==> config.mk <==
export PLATFORM = sky130hd
export DESIGN_NAME = hcbp_fifo
export DESIGN_NICKNAME = d
export VERILOG_FILES = /design/src/rtl/huffman_code_bit_packer_macros.svh /design/src/rtl/hcbp_pkg.sv /design/src/rtl/hcbp_fifo.sv
export SDC_FILE = /design/constraint.sdc
export NUM_CORES = 1
export LEC_CHECK = 0
export ABC_AREA = 1
export ABC_CLOCK_PERIOD_IN_PS = 2300
export BUFFER_PORTS_ARGS = -buffer_cell sky130_fd_sc_hd__buf_2
export CORE_MARGIN = 3
export CORE_UTILIZATION = 55
export DETAILED_ROUTE_END_ITERATION = 10
export PLACE_DENSITY_LB_ADDON = 0.3
export SETUP_SLACK_MARGIN = 0.4
export SYNTH_ARGS = -nofsm -noshare
export SYNTH_HDL_FRONTEND = slang
export SYNTH_SLANG_ARGS = --single-unit
==> constraint.sdc <==
create_clock -name clk -period 2.3 [get_ports clk]
set_input_delay 0.23 -clock clk [delete_from_list [all_inputs] [get_ports clk]]
set_output_delay 0.23 -clock clk [all_outputs]
set_load 0.005 [all_outputs]
==> src/rtl/huffman_code_bit_packer_macros.svh <==
`ifndef HUFFMAN_CODE_BIT_PACKER_MACROS_SVH
`define HUFFMAN_CODE_BIT_PACKER_MACROS_SVH

// Checks that the consequent holds in the same cycle as the antecedent.
`define HCBP_ASSERT_SAME(label, ante, cons, msg) \
    label: assert property (@(posedge clk) disable iff (!rst_n) (ante) |-> (cons)) \
        else $error(msg);

// Checks that the consequent holds in the cycle after the antecedent.
`define HCBP_ASSERT_NEXT(label, ante, cons, msg) \
    label: assert property (@(posedge clk) disable iff (!rst_n) (ante) |=> (cons)) \
        else $error(msg);

`endif

==> src/rtl/hcbp_pkg.sv <==
`timescale 1ns / 1ps
`default_nettype none

package hcbp_pkg;

    // Fixed field widths.
    localparam int CODE_W      = 32;
    localparam int LEN_W       = 6;
    localparam int SYM_W       = 8;

    // Command queue between the front and the back.
    localparam int QUEUE_DEPTH = 4;
    localparam int QPTR_W      = $clog2(QUEUE_DEPTH);
    localparam int QCNT_W      = QPTR_W + 1;

    // Bit accumulator: up to seven pending bits plus one full code.
    localparam int ACC_W       = 40;
    localparam int ACC_CNT_W   = 6;

    // Operation codes of an input transfer.
    localparam logic [1:0] OP_LOAD   = 2'd0;
    localparam logic [1:0] OP_ENCODE = 2'd1;
    localparam logic [1:0] OP_FINISH = 2'd2;

    typedef enum logic [1:0] {
        CMD_ENC = 2'd0,
        CMD_FIN = 2'd1,
        CMD_ERR = 2'd2
    } cmd_kind_t;

    typedef struct packed {
        logic [1:0]        operation;
        logic [SYM_W-1:0]  symbol;
        logic [CODE_W-1:0] code_bits;
        logic [LEN_W-1:0]  code_length;
    } in_item_t;

    typedef struct packed {
        logic [7:0] data_byte;
        logic       is_pad_count;
        logic       last_of_run;
        logic       length_error;
    } out_item_t;

    typedef struct packed {
        logic [CODE_W-1:0] code;
        logic [LEN_W-1:0]  len;
    } entry_t;

    typedef struct packed {
        cmd_kind_t         kind;
        logic [CODE_W-1:0] code;
        logic [LEN_W-1:0]  len;
    } cmd_t;

endpackage

`default_nettype wire

==> src/rtl/hcbp_fifo.sv <==
`timescale 1ns / 1ps
`default_nettype none

module hcbp_fifo (
    input  wire logic                        clk,
    input  wire logic                        rst_n,
    input  wire logic                        push,
    input  wire hcbp_pkg::cmd_t              wr_cmd,
    input  wire logic                        pop,
    output hcbp_pkg::cmd_t                   head,
    output logic [hcbp_pkg::QCNT_W-1:0]      count
);

    hcbp_pkg::cmd_t                    mem_reg [hcbp_pkg::QUEUE_DEPTH];
    logic [hcbp_pkg::QPTR_W-1:0]       wr_ptr_reg, wr_ptr_next;
    logic [hcbp_pkg::QPTR_W-1:0]       rd_ptr_reg, rd_ptr_next;
    logic [hcbp_pkg::QCNT_W-1:0]       count_reg, count_next;

    // Pointer and occupancy update; the depth is a power of two so pointers wrap.
    always_comb
    begin
        wr_ptr_next = wr_ptr_reg;
        rd_ptr_next = rd_ptr_reg;
        count_next  = count_reg;
        if (push)
        begin
            wr_ptr_next = wr_ptr_reg + 1'b1;
        end
        if (pop)
        begin
            rd_ptr_next = rd_ptr_reg + 1'b1;
        end
        if (push && !pop)
        begin
            count_next = count_reg + 1'b1;
        end
        else if (pop && !push)
        begin
            count_next = count_reg - 1'b1;
        end
    end

    always_ff @(posedge clk or negedge rst_n)
    begin
        if (!rst_n)
        begin
            wr_ptr_reg <= '0;
            rd_ptr_reg <= '0;
            count_reg  <= '0;
        end
        else
        begin
            wr_ptr_reg <= wr_ptr_next;
            rd_ptr_reg <= rd_ptr_next;
            count_reg  <= count_next;
        end
    end

    // Queue entries carry payload only.
    always_ff @(posedge clk)
    begin
        if (push)
        begin
            mem_reg[wr_ptr_reg] <= wr_cmd;
        end
    end

    assign head  = mem_reg[rd_ptr_reg];
    assign count = count_reg;

endmodule

`default_nettype wire

== Yosys cells after proc, flatten, opt, wreduce, memory -nomap -nowiden ==
Memory sizes are Yosys's and may differ from the RTL's.
Index checks and enable logic that the tools add are counted.
Widths: inputs -> output; s select.

* $add $sub $neg: 4
* Multipliers: 0
* Divide/modulo/power cells: 0
* Magnitude comparators: 0
* Equal/unequal tests: 0
* Shifts and indexed selects: 0
* Multiplexer cells: 4
* Bitwise gates (word level): 0
* Reduce and logical (&&, ||, !) cells: 5

{| class="wikitable"
|+ Operators with widths
! kind !! number
|-
| $mux 3 || 2
|-
| $add 2x1->2 const B || 2
|-
| $add 3x1->3 const B || 1
|-
| $sub 3x1->3 const B || 1
|-
| $logic_and 1x1->1 || 2
|-
| $logic_not 1->1 || 2
|-
| $mux 1 || 2
|-
| $reduce_bool 2->1 || 1
|}

* Register bits: 7
* Bits in latches: 0
* Bits in writable memories: 160
* ROM bits: 0
* Input bits: 44
* Output and inout port bits: 43
* Word-level logic and storage cells: 17
* Memories kept: 1

{| class="wikitable"
|+ Memory list
! memory !! depth !! bits a word !! read ports !! clocked after Yosys merged registers in !! wr ports !! RTL line !! text
|-
| mem_reg || 4 || 40 || 1 || 0 || 1 || hcbp_fifo.sv:14 || <nowiki>hcbp_pkg::cmd_t mem_reg [hcbp_pkg::QUEUE_DEPTH];</nowiki>
|}

== Depth between registers and ports, before layout ==
* Depth after elaboration: 4
* Mapped depth: 9
* Depth with buffers taken out: 9

== Least setup slack after synthesis ==
No wires, ideal clock.

* Kind: register to register
* Start point: reg wr_ptr_reg[0] (netlist bit)
* End point: mem mem_reg[0][0] (netlist bit) (enable)
* Data arrival time: 1.460 ns
* Required time: 1.905 ns
* Setup slack: 0.446 ns
* Stages on the path, launching flop included: 5
* Path buffers: 0
* Period minus slack after synthesis: 1.854 ns
* Path through: dfrtp_1 -> inv_1 -> ha_1 -> nand2_1 -> inv_1

{| class="wikitable"
|+ RTL lines
! element !! RTL line !! text
|-
| start: declaration || hcbp_fifo.sv:15 || <nowiki>logic [hcbp_pkg::QPTR_W-1:0] wr_ptr_reg, wr_ptr_next;</nowiki>
|-
| start signal: assignment || hcbp_fifo.sv:53 || <nowiki>wr_ptr_reg <= wr_ptr_next;</nowiki>
|-
| end: declaration || hcbp_fifo.sv:14 ||
|}

No word-level cell before the write port.

==> impl_metrics.json <==
{
  "status": "finished, final reports clean",
  "clkTransAtPathRegs_ns": 0.06,
  "yosysSeqAreaShare_pct": 71.4,
  "slew_headroom_pct": 65.7,
  "slew_violations": 0,
  "synth.cell_area_um2": 6970,
  "place_area_um2": 7610,
  "core_area_um2": 12200,
  "skew_ns": 0.00779,
  "drt-total-wl_um": 12400,
  "cp_slowest_cell": "dfrtp_4",
  "clk_latency_ns": 0.42,
  "synth_nets": 563,
  "period_minus_slack_ns": 1.89,
  "num_vias": 4048,
  "grt_pass1_vias": 3977,
  "worstPathArrival_ns": 1.66,
  "wl_met3_um": 663,
  "synth_seq_cells": 167,
  "cts_buffer_depth": 2,
  "grt_max_degree": 41,
  "syn_avg_cell_area_um2": 13.6,
  "drt-met1-wl_um": 5180,
  "critPathLaunchType": "register",
  "dp_hpwl_um": 7580,
  "p_leak_nw": 3.45,
  "final_area_um2": 8350,
  "via_per_inst": 5.11,
  "grt_overflow": 0,
  "die_h_um": 119,
  "maxCapViolations": 0,
  "drive_above_1_share_pct": 29.2,
  "timing.critical_path.buf_inv": 3,
  "ioPinCount": 87,
  "finalCritPeriodShare_pct": 82.1,
  "io_buffers": 86,
  "drc": 0,
  "max_clock_freq_mhz": 530,
  "worst_pin_slew_ns": 0.514,
  "fin_hold_ws_ns": 0.0164,
  "critPathTopFamily": "flip-flops",
  "fp.dieW_um": 119,
  "finalNetCount": 660,
  "hold_viol_final": 0,
  "cp_slowest_stage_delay_ns": 0.48,
  "synth_cell_types": 19,
  "yosysWarningCount": 0,
  "cp_max_fo": 26,
  "start_util_pct": 57.1,
  "cts_tree": "built",
  "fin_setup_tns_ns": 0,
  "wl_met2_um": 6280,
  "cts_buffers": 17,
  "hold_class": "in2reg",
  "cts-root-buf": "clkbuf_16",
  "worst-setup-path-type": "reg2out",
  "wl_per_cell_um": 15.6,
  "syn_inst": 513,
  "cp.required_ns": 2.07,
  "top_layer": "met4",
  "h-tree-depth": 4,
  "end_kind": "output pin",
  "grt_antenna_before_repair": 1,
  "area_growth_pct": 19.7,
  "die_area_um2": 14100,
  "largest_reg_flops": 160,
  "num_rows": 40,
  "fillers": 863,
  "grt_setup_unrepaired": "yes",
  "clock-sinks": 167,
  "powerDensity_nw_per_um2": 1310,
  "dr.first_iter.drc_count": 242,
  "grt_pass1_wl_um": 19900,
  "ant_nets": 0,
  "ir_drop_mv": 0.623,
  "grt_usage_pct": 18.5,
  "power.total_mw": 11.0,
  "routabilityCongestion": 0.755,
  "crit_path_cell_trace": "buf_6, buf_12, o211ai_1, nand2_1, buf_2",
  "drtPass1Iterations": 5,
  "final-setup-viol-count": 0
}
cell usage after synthesis, drive strengths merged:
cell type	count	share of area, %
edfxtp	160	69
nand4	1	0.090
o211ai	80	11
dfrtp	7	2.5
nand3	1	0.072
xor2	3	0.38
fa	1	0.29
inv	92	5.0
o21ai	1	0.072
nand2	133	7.2
ha	5	0.90
clkbuf	2	0.11
buf	26	3.0
xnor2	1	0.13
metrics by stage:
stage | setup WS (ns) | instances | utilization [%]
6_report | 0.412 | 792 | 68.4
5_1_grt | 0.351 | 792 | 68.4
4_1_cts | 0.379 | 788 | 68.1
3_5_place_dp | 0.615 | 752 | 62.4
3_3_place_gp | 0.647 | 752 | 62.4
2_1_floorplan | 0.446 | 513 | -
worst paths after layout:
path,startpoint,endpoint,slack [ns],depth (start not counted)
worst max-delay path,rd_ptr_reg[0]$_DFFE_PN0P_,head[22],0.41,5
max in group asynchronous,rst_n,rd_ptr_reg[0]$_DFFE_PN0P_,1.94,2
worst min register to register,count[2]$_DFFE_PN0P_,count[2]$_DFFE_PN0P_,0.51,2
min in group asynchronous,rst_n,count[2]$_DFFE_PN0P_,0.17,2
worst max register to register,wr_ptr_reg[0]$_DFFE_PN0P_,mem_reg[0][22]$_DFFE_PP_,0.62,5
worst min-delay path,wr_cmd[22],mem_reg[1][22]$_DFFE_PP_,0.02,1
placed cells by master, fill, tap and decap left out, drive strengths merged:
cell         instances
diode                1
dfrtp                7
bufinv               5
dlygate4sd3          1
nand2              133
buf                104
fa                   1
nand4                1
clkbuf              19
edfxtp             160
xnor2                1
nand3                1
xor2                 3
o21ai                1
o211ai              80
inv                 97
clkinv               2
clkinvlp             2
ha                   5
layer usage:
metal / vias to the layer above / GRT usage, %
li1: 1967 / -
met1: 1955 / 23.3
met2: 107 / 30.0
met3: 19 / 5.07
met4: 0 / 8.69
met5: - / 0
cell type report:
cell class / count / area, µm² / share of cell area, %
diodes: 1 / 2.50 / 0.0300
repair buffers: 106 / 718 / 8.60
flip-flops and latches: 167 / 4980 / 59.7
inverters: 92 / 350 / 4.20
clock inverters: 14 / 220 / 2.64
well taps: 168 / 210 / 2.52
clock buffers: 18 / 429 / 5.14
multi-input cells: 226 / 1430 / 17.2
where the power goes:
part           leakage, nW  total, mW  switching (mW)  internal, mW
registers             1.55       4.19           0.192          4.00
logic                 1.59       3.70            2.18          1.52
clock network        0.311       3.08            1.14          1.94
logic make-up after synthesis:
| family | count (synthesis) | share of synthesized area, % |
|---|---|---|
| flops | 167 | 71.4 |
| xor+xnor | 4 | 0.503 |
| fa+ha+maj | 6 | 1.18 |
| compound gates | 81 | 11.6 |
| simple gates | 135 | 7.32 |
| buf+inv | 120 | 8.02 |
worst register-to-register path: stages, from the launching register on:
cell and delay [ns]:
dfrtp_1 0.42, inv_1 0.10, ha_1 0.15, nand2_1 0.06, inv_2 0.39, buf_12 0.25
what timing repair did:
action	in CTS	in global routing
hold buffers	1	0
hold endpoints to repair	7	0
gates resized for setup	3	4
buffers inserted	3	3
gates cloned	0	0
setup endpoints to repair	39	27
pin swaps	0	19
Note: power is estimated with default switching activity, not from simulation.
